File: src/rtl/core/mcva_pkg.sv
`timescale 1ns / 1ps

package mcva_pkg;

  localparam int CHANNELS    = 16;
  localparam int VOICE_LIMIT = 16;

  localparam logic [12:0] PRESSURE_MAX = 13'd4096;

  // Event kinds.
  localparam logic [1:0] KIND_NOTE_ON  = 2'd0;
  localparam logic [1:0] KIND_NOTE_OFF = 2'd1;
  localparam logic [1:0] KIND_BEND     = 2'd2;
  localparam logic [1:0] KIND_PRESSURE = 2'd3;

  // Configuration register indexes.
  localparam logic REG_MAX_VOICES   = 1'b0;
  localparam logic REG_MEMBER_COUNT = 1'b1;

  localparam logic [4:0] MASTER_CHANNEL = 5'd1;

  typedef enum logic [2:0] {
    ST_IDLE,
    ST_DECODE,
    ST_SCAN,
    ST_ALLOC,
    ST_RESULT
  } state_t;

  typedef struct packed {
    logic capture;
    logic update;
    logic scan_init;
    logic scan_step;
    logic alloc;
    logic result_load;
  } ctrl_cmd_t;

  typedef struct packed {
    logic scan_needed;
    logic scan_hit;
    logic scan_last;
  } dp_status_t;

endpackage

File: src/rtl/core/mcva_ctrl.sv
`timescale 1ns / 1ps

module mcva_ctrl (
  input  logic                clk,
  input  logic                rst_n,
  input  logic                in_valid,
  output logic                in_ready,
  output logic                out_valid,
  input  logic                out_ready,
  input  mcva_pkg::dp_status_t status,
  output mcva_pkg::ctrl_cmd_t  cmd
);

  mcva_pkg::state_t state_r, state_nxt;
  logic             out_valid_r, out_valid_nxt;
  logic             out_free;

  assign out_free  = !out_valid_r || out_ready;
  assign in_ready  = (state_r == mcva_pkg::ST_IDLE);
  assign out_valid = out_valid_r;

  always_comb begin
    state_nxt = state_r;
    case (state_r)
      mcva_pkg::ST_IDLE: begin
        if (in_valid) state_nxt = mcva_pkg::ST_DECODE;
      end
      mcva_pkg::ST_DECODE: begin
        state_nxt = status.scan_needed ? mcva_pkg::ST_SCAN : mcva_pkg::ST_RESULT;
      end
      mcva_pkg::ST_SCAN: begin
        if (status.scan_hit || status.scan_last) state_nxt = mcva_pkg::ST_ALLOC;
      end
      mcva_pkg::ST_ALLOC: begin
        state_nxt = mcva_pkg::ST_RESULT;
      end
      mcva_pkg::ST_RESULT: begin
        if (out_free) state_nxt = mcva_pkg::ST_IDLE;
      end
      default: begin
        state_nxt = mcva_pkg::ST_IDLE;
      end
    endcase
  end

  always_comb begin
    cmd = '0;
    case (state_r)
      mcva_pkg::ST_IDLE: begin
        cmd.capture = in_valid;
      end
      mcva_pkg::ST_DECODE: begin
        cmd.scan_init = status.scan_needed;
        cmd.update    = !status.scan_needed;
      end
      mcva_pkg::ST_SCAN: begin
        cmd.scan_step = 1'b1;
      end
      mcva_pkg::ST_ALLOC: begin
        cmd.alloc = 1'b1;
      end
      mcva_pkg::ST_RESULT: begin
        cmd.result_load = out_free;
      end
      default: begin
        cmd = '0;
      end
    endcase
  end

  always_comb begin
    out_valid_nxt = out_valid_r;
    if (cmd.result_load) begin
      out_valid_nxt = 1'b1;
    end else if (out_ready) begin
      out_valid_nxt = 1'b0;
    end
  end

  always_ff @(posedge clk) begin
    if (!rst_n) begin
      state_r     <= mcva_pkg::ST_IDLE;
      out_valid_r <= 1'b0;
    end else begin
      state_r     <= state_nxt;
      out_valid_r <= out_valid_nxt;
    end
  end

endmodule

File: src/rtl/core/mcva_dp.sv
`timescale 1ns / 1ps

module mcva_dp #(
  parameter int VOICES = 16
) (
  input  logic                 clk,
  input  logic                 rst_n,
  input  logic                 cfg_we,
  input  logic                 cfg_index,
  input  logic [4:0]           cfg_data,
  input  logic [1:0]           in_kind,
  input  logic [4:0]           in_channel,
  input  logic signed [15:0]   in_value,
  input  logic [3:0]           in_query_voice,
  input  mcva_pkg::ctrl_cmd_t  cmd,
  output mcva_pkg::dp_status_t status,
  output logic                 out_channel_assigned,
  output logic [3:0]           out_channel_voice,
  output logic signed [15:0]   out_pitch_offset,
  output logic [12:0]          out_pressure_out
);

  localparam int NV = (VOICES > mcva_pkg::VOICE_LIMIT) ? mcva_pkg::VOICE_LIMIT : VOICES;
  localparam int VW = (NV > 1) ? $clog2(NV) : 1;
  localparam int CH = mcva_pkg::CHANNELS;
  localparam logic [4:0] NV_CAP = 5'(NV);

  // Configuration.
  logic [4:0] max_voices_r;
  logic [3:0] member_count_r;

  // Captured event.
  logic [1:0]         kind_r;
  logic [4:0]         chan_r;
  logic signed [15:0] value_r;
  logic [3:0]         query_r;

  // Allocator state.
  logic [CH-1:0]      map_valid_r;
  logic [VW-1:0]      map_voice_r [CH];
  logic signed [15:0] vbend_r [NV];
  logic [12:0]        vpres_r [NV];
  logic [NV-1:0]      vact_r;
  logic signed [15:0] mbend_r;
  logic [12:0]        mpres_r;
  logic [VW-1:0]      cursor_r;

  // Scan.
  logic [VW-1:0] scan_c_r;
  logic [VW-1:0] scan_n_r;
  logic [VW-1:0] chosen_r;

  logic          in_range;
  logic [3:0]    idx;
  logic          is_member;
  logic          cur_valid;
  logic [VW-1:0] cur_voice;
  logic [VW-1:0] last_voice;
  logic [12:0]   pres_clamped;
  logic          clear_all;
  logic          q_ok;
  logic [VW-1:0] qi;
  logic signed [16:0] pitch_sum;
  logic signed [15:0] pitch_sat;
  logic [12:0]   pres_sel;

  assign in_range   = (chan_r != 5'd0) && (chan_r <= 5'(CH));
  assign idx        = 4'(chan_r - 5'd1);
  assign is_member  = (member_count_r != 4'd0) && (chan_r >= 5'd2) &&
                      (chan_r <= ({1'b0, member_count_r} + 5'd1));
  assign cur_valid  = in_range && map_valid_r[idx];
  assign cur_voice  = map_voice_r[idx];
  assign last_voice = VW'(max_voices_r - 5'd1);

  assign pres_clamped = value_r[15] ? 13'd0 :
                        (value_r > 16'sd4096) ? mcva_pkg::PRESSURE_MAX : value_r[12:0];

  assign clear_all = cfg_we && (cfg_index == mcva_pkg::REG_MAX_VOICES);

  assign status.scan_needed = in_range && (kind_r == mcva_pkg::KIND_NOTE_ON) && is_member &&
                              (max_voices_r != 5'd0) && !cur_valid;
  assign status.scan_hit    = !vact_r[scan_c_r];
  assign status.scan_last   = (scan_n_r == last_voice);

  // Configuration registers.
  always_ff @(posedge clk) begin
    if (!rst_n) begin
      max_voices_r   <= NV_CAP;
      member_count_r <= 4'd15;
    end else if (cfg_we) begin
      if (cfg_index == mcva_pkg::REG_MAX_VOICES) begin
        max_voices_r <= (cfg_data > NV_CAP) ? NV_CAP : cfg_data;
      end else begin
        member_count_r <= cfg_data[3:0];
      end
    end
  end

  // Event capture.
  always_ff @(posedge clk) begin
    if (cmd.capture) begin
      kind_r  <= in_kind;
      chan_r  <= in_channel;
      value_r <= in_value;
      query_r <= in_query_voice;
    end
  end

  // Round-robin scan for a free voice.
  always_ff @(posedge clk) begin
    if (cmd.scan_init) begin
      scan_c_r <= cursor_r;
      scan_n_r <= '0;
      chosen_r <= cursor_r;
    end else if (cmd.scan_step) begin
      if (!vact_r[scan_c_r]) chosen_r <= scan_c_r;
      scan_c_r <= (scan_c_r == last_voice) ? '0 : scan_c_r + VW'(1);
      scan_n_r <= scan_n_r + VW'(1);
    end
  end

  // Allocator state update.
  always_ff @(posedge clk) begin
    if (!rst_n || clear_all) begin
      map_valid_r <= '0;
      vact_r      <= '0;
      mbend_r     <= '0;
      mpres_r     <= '0;
      cursor_r    <= '0;
      for (int i = 0; i < CH; i++) map_voice_r[i] <= '0;
      for (int i = 0; i < NV; i++) begin
        vbend_r[i] <= '0;
        vpres_r[i] <= '0;
      end
    end else if (cmd.alloc) begin
      for (int i = 0; i < CH; i++) begin
        if (map_valid_r[i] && (map_voice_r[i] == chosen_r)) map_valid_r[i] <= 1'b0;
      end
      map_valid_r[idx]  <= 1'b1;
      map_voice_r[idx]  <= chosen_r;
      cursor_r          <= (chosen_r == last_voice) ? '0 : chosen_r + VW'(1);
      vbend_r[chosen_r] <= '0;
      vpres_r[chosen_r] <= '0;
      vact_r[chosen_r]  <= 1'b1;
    end else if (cmd.update && in_range) begin
      case (kind_r)
        mcva_pkg::KIND_NOTE_ON: begin
          // Retrigger on a channel that already holds a voice.
          if (is_member && (max_voices_r != 5'd0) && cur_valid) begin
            vbend_r[cur_voice] <= '0;
            vpres_r[cur_voice] <= '0;
            vact_r[cur_voice]  <= 1'b1;
          end
        end
        mcva_pkg::KIND_NOTE_OFF: begin
          if (cur_valid) begin
            vact_r[cur_voice] <= 1'b0;
            map_valid_r[idx]  <= 1'b0;
          end
        end
        mcva_pkg::KIND_BEND: begin
          if (chan_r == mcva_pkg::MASTER_CHANNEL) begin
            mbend_r <= value_r;
          end else if (is_member && cur_valid) begin
            vbend_r[cur_voice] <= value_r;
          end
        end
        mcva_pkg::KIND_PRESSURE: begin
          if (chan_r == mcva_pkg::MASTER_CHANNEL) begin
            mpres_r <= pres_clamped;
          end else if (is_member && cur_valid) begin
            vpres_r[cur_voice] <= pres_clamped;
          end
        end
        default: begin
          mbend_r <= mbend_r;
        end
      endcase
    end
  end

  // Result computation on the updated state.
  assign q_ok      = ({1'b0, query_r} < max_voices_r);
  assign qi        = query_r[VW-1:0];
  assign pitch_sum = 17'(vbend_r[qi]) + 17'(mbend_r);
  assign pitch_sat = (pitch_sum[16] != pitch_sum[15]) ?
                     (pitch_sum[16] ? 16'sh8000 : 16'sh7fff) : pitch_sum[15:0];
  assign pres_sel  = (vpres_r[qi] != 13'd0) ? vpres_r[qi] : mpres_r;

  always_ff @(posedge clk) begin
    if (cmd.result_load) begin
      out_channel_assigned <= cur_valid;
      out_channel_voice    <= cur_valid ? 4'(cur_voice) : 4'd0;
      out_pitch_offset     <= q_ok ? pitch_sat : 16'sd0;
      out_pressure_out     <= q_ok ? pres_sel : 13'd0;
    end
  end

endmodule

File: src/rtl/core/mpe_channel_voice_allocator.sv
`timescale 1ns / 1ps

// Channel   Direction  Handshake              Word contents
// in_       input      in_valid / in_ready    kind, channel, value, query_voice
// out_      output     out_valid / out_ready  channel_assigned, channel_voice,
//                                             pitch_offset, pressure_out
// cfg_      input      cfg_we (no wait)       index 0 max_voices, index 1 member_count
//
// A word that allocates no voice passes the idle, decode and result states, and
// its result is loaded into the output register in the result state. A note on
// that allocates also passes the scan state, which tests voices from the cursor
// (at most max_voices of them), and the allocation state.
// One word is processed at a time; the next word is accepted once the result
// has moved into the output register, even while that result is still stalled.
// Reset (synchronous, active low) clears all allocator state, as does a write
// of max_voices; no clearing pass is needed.

module mpe_channel_voice_allocator #(
  parameter int VOICES = 16
) (
  input  logic               clk,
  input  logic               rst_n,
  input  logic               in_valid,
  output logic               in_ready,
  input  logic [1:0]         in_kind,
  input  logic [4:0]         in_channel,
  input  logic signed [15:0] in_value,
  input  logic [3:0]         in_query_voice,
  output logic               out_valid,
  input  logic               out_ready,
  output logic               out_channel_assigned,
  output logic [3:0]         out_channel_voice,
  output logic signed [15:0] out_pitch_offset,
  output logic [12:0]        out_pressure_out,
  input  logic               cfg_we,
  input  logic               cfg_index,
  input  logic [4:0]         cfg_data
);

  // The controller sequences decode, scan, allocation and result load; the
  // datapath holds the channel map, per-voice expression values and the
  // master channel values, and reports what the controller needs to branch.
  mcva_pkg::ctrl_cmd_t  cmd;
  mcva_pkg::dp_status_t status;

  mcva_ctrl u_ctrl (
    .clk       (clk),
    .rst_n     (rst_n),
    .in_valid  (in_valid),
    .in_ready  (in_ready),
    .out_valid (out_valid),
    .out_ready (out_ready),
    .status    (status),
    .cmd       (cmd)
  );

  // The pool is stored for at most sixteen voices, since max_voices saturates
  // there regardless of how large VOICES is set.
  mcva_dp #(
    .VOICES (VOICES)
  ) u_dp (
    .clk                  (clk),
    .rst_n                (rst_n),
    .cfg_we               (cfg_we),
    .cfg_index            (cfg_index),
    .cfg_data             (cfg_data),
    .in_kind              (in_kind),
    .in_channel           (in_channel),
    .in_value             (in_value),
    .in_query_voice       (in_query_voice),
    .cmd                  (cmd),
    .status               (status),
    .out_channel_assigned (out_channel_assigned),
    .out_channel_voice    (out_channel_voice),
    .out_pitch_offset     (out_pitch_offset),
    .out_pressure_out     (out_pressure_out)
  );

endmodule

File: config.mk
export PLATFORM = sky130hd
export DESIGN_NAME = mpe_channel_voice_allocator
export DESIGN_NICKNAME = d
export VERILOG_FILES = /design/src/rtl/core/mcva_pkg.sv /design/src/rtl/core/mcva_ctrl.sv /design/src/rtl/core/mcva_dp.sv /design/src/rtl/core/mpe_channel_voice_allocator.sv
export SDC_FILE = /design/constraint.sdc
export NUM_CORES = 1
export LEC_CHECK = 0
export BUFFER_PORTS_ARGS = -buffer_cell sky130_fd_sc_hd__buf_2
export CELL_PAD_IN_SITES_DETAIL_PLACEMENT = 0
export CELL_PAD_IN_SITES_GLOBAL_PLACEMENT = 1
export CORE_MARGIN = 3
export CORE_UTILIZATION = 56
export CTS_CLUSTER_DIAMETER = 40
export DETAILED_ROUTE_END_ITERATION = 6
export GPL_ROUTABILITY_DRIVEN = 0
export PLACE_DENSITY_LB_ADDON = 0.12
export SYNTH_ARGS = -nofsm -noshare
export SYNTH_HDL_FRONTEND = slang
export SYNTH_SLANG_ARGS = --single-unit
File: constraint.sdc
create_clock -name clk -period 9.57 [get_ports clk]
set_input_delay 1.4355 -clock clk [delete_from_list [all_inputs] [get_ports clk]]
set_output_delay 1.4355 -clock clk [all_outputs]
set_load 0.005 [all_outputs]
==> flow_metrics.tcl, run 1 <==
set metrics [dict create \
    crit_type "flop to flop" \
    max_slew_margin_pct 26.2 \
    clk_pin_slew_ps 60 \
    netlist_area_um2 32000 \
    r2r_slack_ps 3940 \
    rr_endpoint "u_dp.out_pitch_offset[7]" \
    antenna_found_initial 0 \
    drt-wirelength-per-cell_um 25.7 \
    power.total_w 0.00773 \
    async_flop_share_pct 0 \
    antenna_left 0 \
    cts_root_buf "clkbuf_16" \
    min_path_cells 2 \
    synth.distinct_cells 74 \
    grt_pass1_wl_um 131000 \
    post-place-ws_ps 3850 \
    grt_max_degree 70 \
    synth_seq_area_share_pct 61.3 \
    seq_area_um2 19700 \
    postSynthCellCount 2462 \
    port_buffers 73 \
    rows 87 \
    syn_nets 2539 \
    synth_ff_type "edfxtp_1" \
    post_cts_buffers 0 \
    critPathLaunchType "flop" \
    viasPerCell 6.26 \
    cellLeakagePower_nw 12.8 \
    cts_sinks 683 \
    maxCapViolCount 0 \
    drtPass1Iterations 6 \
    crit_required_ps 10070 \
    core_um2 56500 \
    critical_path.max_fanout 52 \
    ir_worst_vdd_v 0.000130 \
    overflow 0 \
    fin_nets 2587 \
    worst_setup_path_end_kind "flop" \
    dieArea_um2 60100 \
    grt_usage_pct 29.1 \
    multiInputGateArea_um2 11500 \
    clk_latency_ps 640 \
    route.detailed.drc 0 \
    die_x_um 245 \
    cts_buffers 96 \
    cts-hold-fix-buffers 0 \
    cts.repair.resized 0 \
    htreeDepth 3 \
    hpwl_um 56200 \
    clk_path_buf_depth 3 \
    avgSynthCellArea_um2 13.0 \
    initial_core_util_pct 56.7 \
    hp-class "flop to flop" \
    r2r_cells 12 \
    synth.top_cell.area_share_pct 56.0 \
    fillerInstances 4185 \
    drtIter0Drc 2040 \
    min_from "u_dp.mpres_r[10]" \
    crit_arrival_ps 6140 \
    finalCritPeriodShare_pct 58.9 \
    fin_area_um2 36300 \
    grt_setup_unrepaired "no" \
    status "complete, no violations" \
    vias 21000 \
    grt_pass1_vias 21000 \
    synth_edf_count 597 \
    max_freq_ghz 0.177 \
    layout-drive-gt1-share_pct 19.7 \
    placed_cell_area_um2 33000 \
    area_growth_pct 13.3 \
    tns_ps 0 \
    power_density_nw_per_um2 213 \
    layout_setup_ws_ps 3940 \
    hold_viol_final 0 \
    clock_skew_ps 31.9 \
    synth_seq_cells 683 \
    cts_tree "built" \
    synthTopCellsByArea "edfxtp_1, mux4_2, nor2_1, dfxtp_1, xor2_1" \
    yosys.area.top_type "edfxtp_1" \
    diodes 0 \
    period_needed_ps 5630 \
    drt_wl_total_um 86100 \
    setup_viol 0 \
    tightest_slew_ps 1100 \
    design.portCount 74 \
    die_h_um 245 \
    holdPathEnd "u_dp.mpres_r[10]" \
    slew_viol_final 0 \
    ys_warn_count 0 \
]
## area by class of cell
type	instances	share of cell area, %
Tap cell	756	2.61
Clock inverter	60	1.91
Timing Repair Buffer	123	2.04
Sequential cell	683	54.1
Clock buffer	120	7.20
Multi-Input combinational cell	1578	31.8
Inverter	28	0.290
## cell usage in the layout, fill, tap and decap left out, drive strengths merged, types with 13 or more instances in the layout
| cell type | count |
|---|---|
| nor2 | 594 |
| buf | 123 |
| nand2b | 14 |
| nand3 | 47 |
| clkinv | 31 |
| a21o | 20 |
| clkbuf | 120 |
| nand2 | 143 |
| o21ai | 59 |
| inv | 38 |
| edfxtp | 597 |
| mux2i | 19 |
| a21oi | 91 |
| nor4 | 30 |
| and3 | 16 |
| mux4 | 173 |
| and2 | 32 |
| a22o | 13 |
| dfxtp | 86 |
| ha | 38 |
| a211oi | 16 |
| nor3 | 50 |
| xnor2 | 20 |
| xor2 | 80 |
## synthesized netlist by cell type (5+ instances only)
library cell	instances
edfxtp_1	597
nor2_1	582
mux4_2	173
nand2_1	132
clkbuf_1	110
a21oi_1	86
dfxtp_1	86
xor2_1	80
o21ai_0	55
nand3_1	47
nor3_1	46
ha_1	38
buf_2	33
and2_1	32
nor4_1	29
inv_1	27
a21o_1	20
xnor2_1	20
mux2i_1	19
buf_1	18
a211oi_1	16
and3_1	16
nand2b_1	14
a22o_1	13
o21a_1	12
a31oi_1	11
nor2_2	11
nand2_2	10
nor2b_1	10
o211ai_1	9
nand4_1	7
o211a_1	7
buf_4	6
buf_6	6
a21oi_2	5
nor3b_1	5
## worst max-delay path, cell delays in order (launching register included)
cell and delay [ps]:
dfxtp_4 720, buf_4 920, mux4_2 600, mux4_2 520, ha_1 390, a211oi_1 230, o21ai_0 130, a21oi_1 190
o221ai_1 250, o31ai_1 350, xor2_1 150, nor3_1 860, a21o_1 180
## logic make-up after synthesis
logic type      Yosys count  synth area share (%)
compound gates          269                  5.42
xor+xnor                100                  2.73
fa+ha+maj                39                  1.55
buf+inv                 201                  2.70
flops                   683                  61.3
mux                     196                  12.9
simple gates            974                  13.4
## routing by layer
metal | GRT usage (%) | wire length (um) | vias to the layer above | part of all wire (%)
li1 | - | - | 9209 | -
met1 | 41.1 | 35200 | 10600 | 41
met2 | 47.1 | 41700 | 1007 | 48
met3 | 4.18 | 6700 | 179 | 7.8
met4 | 9.48 | 2450 | 0 | 2.8
met5 | 0 | 0 | - | 0
## sequential cells by signal (all words and copies together), names as in the netlist, 5 cells and up, named ones only
signal                 flops
u_dp.map_valid_r          16
u_dp.vbend_r             256
u_dp.out_pressure_out     13
u_dp.mbend_r              16
u_dp.vpres_r             208
u_dp.value_r              16
u_dp.map_voice_r          64
u_dp.max_voices_r          5
u_dp.mpres_r              13
u_dp.out_pitch_offset     16
u_dp.chan_r                5
## metrics by stage
stage          utilization (%)  std cells  hold slack (ps)
2_1_floorplan                -       2462              432
3_3_place_gp              58.4       3168              443
3_5_place_dp              58.4       3168              449
4_1_cts                   64.3       3348              454
5_1_grt                   64.3       3348              468
6_report                  64.3       3348              456
## how the worst max path moves through the flow
stage | slack, ps | cells after the start | start | endpoint
6_report | 3940 | 12 | flop | u_dp.out_pitch_offset[7]
5_1_grt | 3370 | 12 | flop | u_dp.out_pitch_offset[7]
3_3_place_gp | 4000 | 12 | flop | u_dp.out_pitch_offset[11]
4_1_cts | 3860 | 12 | flop | u_dp.out_pitch_offset[7]
2_1_floorplan | 4400 | 16 | flop | u_dp.out_pitch_offset[0]
3_5_place_dp | 3850 | 12 | flop | u_dp.out_pitch_offset[7]
## power breakdown
group | switching, W | total [W] | internal, W | leakage, nW
clock network | 0.00136 | 0.00359 | 0.00223 | 1.59
registers | 0.0000778 | 0.00346 | 0.00338 | 6.99
logic | 0.000405 | 0.000687 | 0.000282 | 4.22
total | 0.00184 | 0.00773 | 0.00589 | 12.8
Power figures use the tool's default switching activity.
==> run 2, diff against run 1 <==
Settings changed: CORE_UTILIZATION 56 to 52.
Clock period 9.57 ns to 5.6 ns, I/O delays scaled along.
==> flow_metrics.tcl, run 2 (synthesis gave the netlist of run 1 again) <==
set metrics [dict create \
    grt_pass1_vias 20400 \
    period_needed_ps 4860 \
    r2r_slack_ps 740 \
    drt-wirelength-per-cell_um 25.3 \
    max_freq_ghz 0.206 \
    port_buffers 73 \
    post_cts_buffers 0 \
    grtUsageMet2_pct 43.2 \
    drtIter0Drc 2126 \
    cts.repair.resized 0 \
    ir_worst_vdd_v 0.000241 \
    clk_latency_ps 650 \
    min_path_cells 1 \
    reg_top3 "u_dp.vbend_r: 256 flops, u_dp.vpres_r: 208 flops, u_dp.map_voice_r: 64 flops" \
    critPathMaxStageDelay_ps 810 \
    tightest_slew_ps 1090 \
    core_um2 60700 \
    power_density_nw_per_um2 364 \
    htreeDepth 3 \
    min_from "in_value[13]" \
    setup_viol 0 \
    grt_max_degree 57 \
    fin_nets 2607 \
    grt_usage_pct 26.9 \
    cellLeakagePower_nw 12.9 \
    antenna_left 0 \
    slew_viol_final 0 \
    cts-hold-fix-buffers 0 \
    maxCapViolCount 0 \
    rr_endpoint "u_dp.out_pitch_offset[11]" \
    cts_sinks 683 \
    regMostFlops "u_dp.vbend_r" \
    cts_root_buf "clkbuf_16" \
    die_x_um 254 \
    grt_pass1_wl_um 130000 \
    max_slew_margin_pct 27.5 \
    largest_reg_flops 256 \
    mostFrequentLayoutCell "edfxtp_1" \
    cts_tree "built" \
    final_cell_mix "edfxtp_1, nor2_1, mux4_2" \
    hpwl_um 58000 \
    route.detailed.drc 0 \
    tns_ps 0 \
    crit_arrival_ps 5370 \
    viasPerCell 6.15 \
    critical_path.max_fanout 17 \
    diodes 0 \
    use_met3_pct 4.49 \
    drtPass1Iterations 6 \
    initial_core_util_pct 52.8 \
    r2r_cells 12 \
    overflow 0 \
    finalCritPeriodShare_pct 86.8 \
    hold_viol_final 0 \
    rows 90 \
    layout-drive-gt1-share_pct 20.4 \
    holdPathEnd "u_dp.value_r[13]" \
    path_cells "buf_4 > mux4_2 > mux4_2 > ha_1 > a211oi_1 > o21ai_0 > a21oi_1 > o221ai_1 > o31ai_1 > xor2_1 > nor3_1 > a21o_1" \
    crit_required_ps 6110 \
    cts_buffers 96 \
    design.portCount 74 \
    use_met1_pct 38.1 \
    drt_wl_total_um 85900 \
    hp-class "primary input to flop" \
    worst_setup_path_end_kind "flop" \
    status "complete, no violations" \
    vias 20900 \
    clock_skew_ps 30.7 \
    path_common_cell "mux4_2" \
    slowest_stage "nor3_1" \
    grt_setup_unrepaired "no" \
    area_growth_pct 14.1 \
    crit_type "flop to flop" \
    power.total_w 0.0133 \
    critPathLaunchType "flop" \
    grt.busiest_layer "met2" \
    clk_pin_slew_ps 60 \
    die_h_um 254 \
    dieArea_um2 64600 \
    clk_path_buf_depth 3 \
    antenna_found_initial 1 \
]
run 2: cell types whose count changed in the layout (fill, tap and decap cells not counted), moves of 3 or more:
cell | before | now
buf_4 | 50 | 68
clkbuf_8 | 8 | 2
clkinvlp_4 | 9 | 14
inv_16 | 0 | 3
clkbuf_16 | 98 | 102
run 2: worst max-delay path: cells and delay by family (launching register included):
| family | cells | cell delay [ps] |
|---|---|---|
| compound gates | 6 | 1300 |
| xor+xnor | 1 | 150 |
| fa+ha+maj | 1 | 390 |
| buf+inv | 1 | 310 |
| flops | 1 | 580 |
| mux | 2 | 1160 |
| simple gates | 1 | 810 |
run 2: worst max path at each step:
stage,endpoint,slack [ps],startpoint,cells past startpoint
after floorplan,u_dp.out_pitch_offset[0],430,flop,16
after global placement,u_dp.out_pitch_offset[6],780,flop,14
after detailed placement,u_dp.out_pitch_offset[11],740,flop,14
after CTS,u_dp.out_pitch_offset[11],740,flop,14
after global routing,u_dp.out_pitch_offset[8],380,flop,12
final,u_dp.out_pitch_offset[11],740,flop,12
run 2: routing by layer:
| layer | up-vias | part of all wire, % | wire, um |
|---|---|---|---|
| met2 | 917 | 48 | 41400 |
| met3 | 156 | 7.2 | 6170 |
| met5 | - | 0 | 0 |
| met4 | 0 | 2.8 | 2410 |
| met1 | 10500 | 42 | 35900 |
| li1 | 9260 | - | - |
run 2: cell type report:
cell class / count / area [um2]
Fill cell: 4700 / 24200
Sequential cell: 683 / 19700
Multi-Input combinational cell: 1578 / 11500
Clock buffer: 116 / 2630
Tap cell: 782 / 978
Timing Repair Buffer: 143 / 916
Clock inverter: 64 / 714
Inverter: 28 / 105
run 2: power by group:
| part | internal (W) | total, W | switching [W] | leakage [nW] |
|---|---|---|---|---|
| Clock | 0.00382 | 0.00622 | 0.00240 | 1.59 |
| Sequential | 0.00577 | 0.00591 | 0.000140 | 6.99 |
| Combinational | 0.000495 | 0.00118 | 0.000690 | 4.33 |
run 2: metrics by stage:
stage               area [um2]  util, %  instances  hold WS [ps]  worst slack (ps)
finish                   36500     60.2       3394           365               739
global placement         33200     54.7       3214           440               784
detailed placement       33200     54.7       3214           446               740
CTS                      36500     60.2       3394           332               736
global route             36500     60.2       3394           338               377
floorplan                32000        -       2462           432               429
==> run 3, diff against run 2 <==
Settings changed: CTS_CLUSTER_SIZE set to 12, SYNTH_HIERARCHICAL set to 1.
==> flow_metrics.tcl, run 3 <==
set metrics [dict create \
    viasPerCell 6.07 \
    crit_required_ps 6060 \
    grt_usage_pct 26.1 \
    clk_path_buf_depth 3 \
    synth_most_common_cell "edfxtp_1" \
    tightest_slew_ps 1030 \
    rows 89 \
    final_cell_mix "edfxtp_1, nor2_1, nand2_1" \
    cts-hold-fix-buffers 0 \
    clock_skew_ps 33.5 \
    hpwl_um 56100 \
    synth.distinct_cells 77 \
    regMostFlops "u_dp/vbend_r" \
    max_freq_ghz 0.194 \
    fin_area_um2 36200 \
    fillerInstances 4676 \
    p_int_w 0.00999 \
    cts_buffers 98 \
    syn_nets 2513 \
    finalCritPeriodShare_pct 92.2 \
    ir_worst_vdd_v 0.000238 \
    cellLeakagePower_nw 12.5 \
    worst_setup_path_end_kind "flop" \
    htreeDepth 3 \
    crit_type "flop to flop" \
    critPathLaunchType "flop" \
    critical_path.max_fanout 16 \
    grt_pass1_vias 20200 \
    postSynthCellCount 2436 \
    slew_viol_final 0 \
    cts_sinks 683 \
    p_seq_share_pct 44.8 \
    swShare_pct 24.3 \
    diodes 0 \
    clkPwrFrac_pct 46.1 \
    drtIter0Drc 1996 \
    maxCapViolCount 0 \
    drtPass1Iterations 6 \
    placed_cell_area_um2 32900 \
    design.portCount 74 \
    area_growth_pct 13.9 \
    avgSynthCellArea_um2 13.0 \
    die_h_um 253 \
    clk_latency_ps 650 \
    status "complete, no violations" \
    reg_top3 "u_dp/vbend_r: 256 flops, u_dp/vpres_r: 208 flops, u_dp/map_voice_r: 64 flops" \
    core_um2 59700 \
    drt-wirelength-per-cell_um 24.7 \
    layout-drive-gt1-share_pct 20.5 \
    grt_setup_unrepaired "no" \
    synth_edf_count 597 \
    die_x_um 253 \
    grt_max_degree 76 \
    combPwrFrac_pct 9.1 \
    tns_ps 0 \
    max_slew_margin_pct 31.6 \
    crit_arrival_ps 5630 \
    initial_core_util_pct 53.2 \
    antenna_left 0 \
    clk_pin_slew_ps 50 \
    cts_tree "built" \
    ys_warn_count 6 \
    mostFrequentLayoutCell "edfxtp_1" \
    vias 20400 \
    period_needed_ps 5160 \
    drt_wl_total_um 83000 \
    cts.repair.resized 0 \
    synthTopCellsByArea "edfxtp_1, mux4_2, nor2_1, dfxtp_1, nand2_1" \
    antenna_found_initial 1 \
    async_flop_share_pct 0 \
    overflow 0 \
    hp-class "primary input to flop" \
    post_cts_buffers 0 \
    synth_seq_area_share_pct 61.9 \
    hold_viol_final 0 \
    synth_top_cells_by_count "edfxtp_1, nor2_1, nand2_1, mux4_2, clkbuf_1" \
    cts_root_buf "clkbuf_16" \
    fin_nets 2584 \
    netlist_area_um2 31700 \
    largest_reg_flops 256 \
    synth_ff_type "edfxtp_1" \
    power_density_nw_per_um2 365 \
    p_switching_w 0.00320 \
    grt_pass1_wl_um 125000 \
    port_buffers 73 \
    route.detailed.drc 0 \
    synth_seq_cells 683 \
    synth.top_cell.area_share_pct 56.5 \
    dieArea_um2 64000 \
    yosys.area.top_type "edfxtp_1" \
    setup_viol 0 \
]
[run 3: per-layer routing]
metal | global-route usage [%] | vias up | part of all wire [%]
met5 | 0 | - | 0.016
met3 | 4.98 | 161 | 7.8
met1 | 36.5 | 10300 | 42
met4 | 7.48 | 2 | 2.5
li1 | - | 9115 | -
met2 | 42.4 | 878 | 48
[run 3: worst paths after layout]
kind | from | end | depth (start not counted) | slack, ps
hold reg to reg | u_dp/mpres_r[8] | u_dp/mpres_r[8] | 2 | 450
setup / recovery | u_dp/chan_r[1] | u_dp/vbend_r[7][14] | 15 | 440
hold / removal | in_value[9] | u_dp/value_r[9] | 1 | 370
setup reg to reg | u_dp/chan_r[1] | u_dp/vbend_r[7][14] | 15 | 440
[run 3: critical path: stages (launching register included)]
cell      delay (ps)
edfxtp_1         510
inv_1            170
ha_1             410
inv_1            190
nand3_1          160
a21oi_1          130
nor4_4           320
nor4b_1          100
buf_4            150
nor3_1           340
nand2_1          280
nor3_1           340
nand3_2          210
nor2_2           710
nand2_1          650
nor2_1           300
[run 3: cell families after synthesis]
group,Yosys count,share of synthesized area [%]
AOI/OAI and AO/OA,275,5.75
xor gates and xnor gates,103,2.84
adders and majority gates,39,1.56
buffers and inverters,215,2.91
DFF,683,61.9
muxes,183,12.4
and+or+nand+nor,938,12.6
[run 3: final cells by class]
| type | instances | area, um2 | area share, % |
|---|---|---|---|
| well taps | 773 | 967 | 2.68 |
| clock inverters | 69 | 697 | 1.93 |
| clock buffers | 115 | 2590 | 7.16 |
| flip-flops and latches | 683 | 19700 | 54.4 |
| inverters | 45 | 169 | 0.467 |
| repair buffers | 141 | 888 | 2.46 |
| multi-input cells | 1538 | 11200 | 30.9 |
[run 3: power groups by stage]
stage               Clock (W)  Combinational [W]  Sequential (W)
floorplan                   0           0.000840         0.00593
global placement            0            0.00118         0.00601
detailed placement          0            0.00119         0.00602
CTS                   0.00616            0.00120         0.00591
global route          0.00639            0.00128         0.00593
finish                0.00608            0.00119         0.00591
[run 3: metrics by stage]
step | instances | utilization (%) | power (W) | setup WS [ps] | hold WS [ps]
after floorplan | 2436 | - | 0.00677 | 583 | 432
after global placement | 3180 | 55.1 | 0.00719 | 597 | 441
after detailed placement | 3180 | 55.1 | 0.00721 | 356 | 445
after CTS | 3364 | 60.6 | 0.0133 | 369 | 332
after global routing | 3364 | 60.6 | 0.0136 | 32.8 | 348
final | 3364 | 60.6 | 0.0132 | 437 | 369
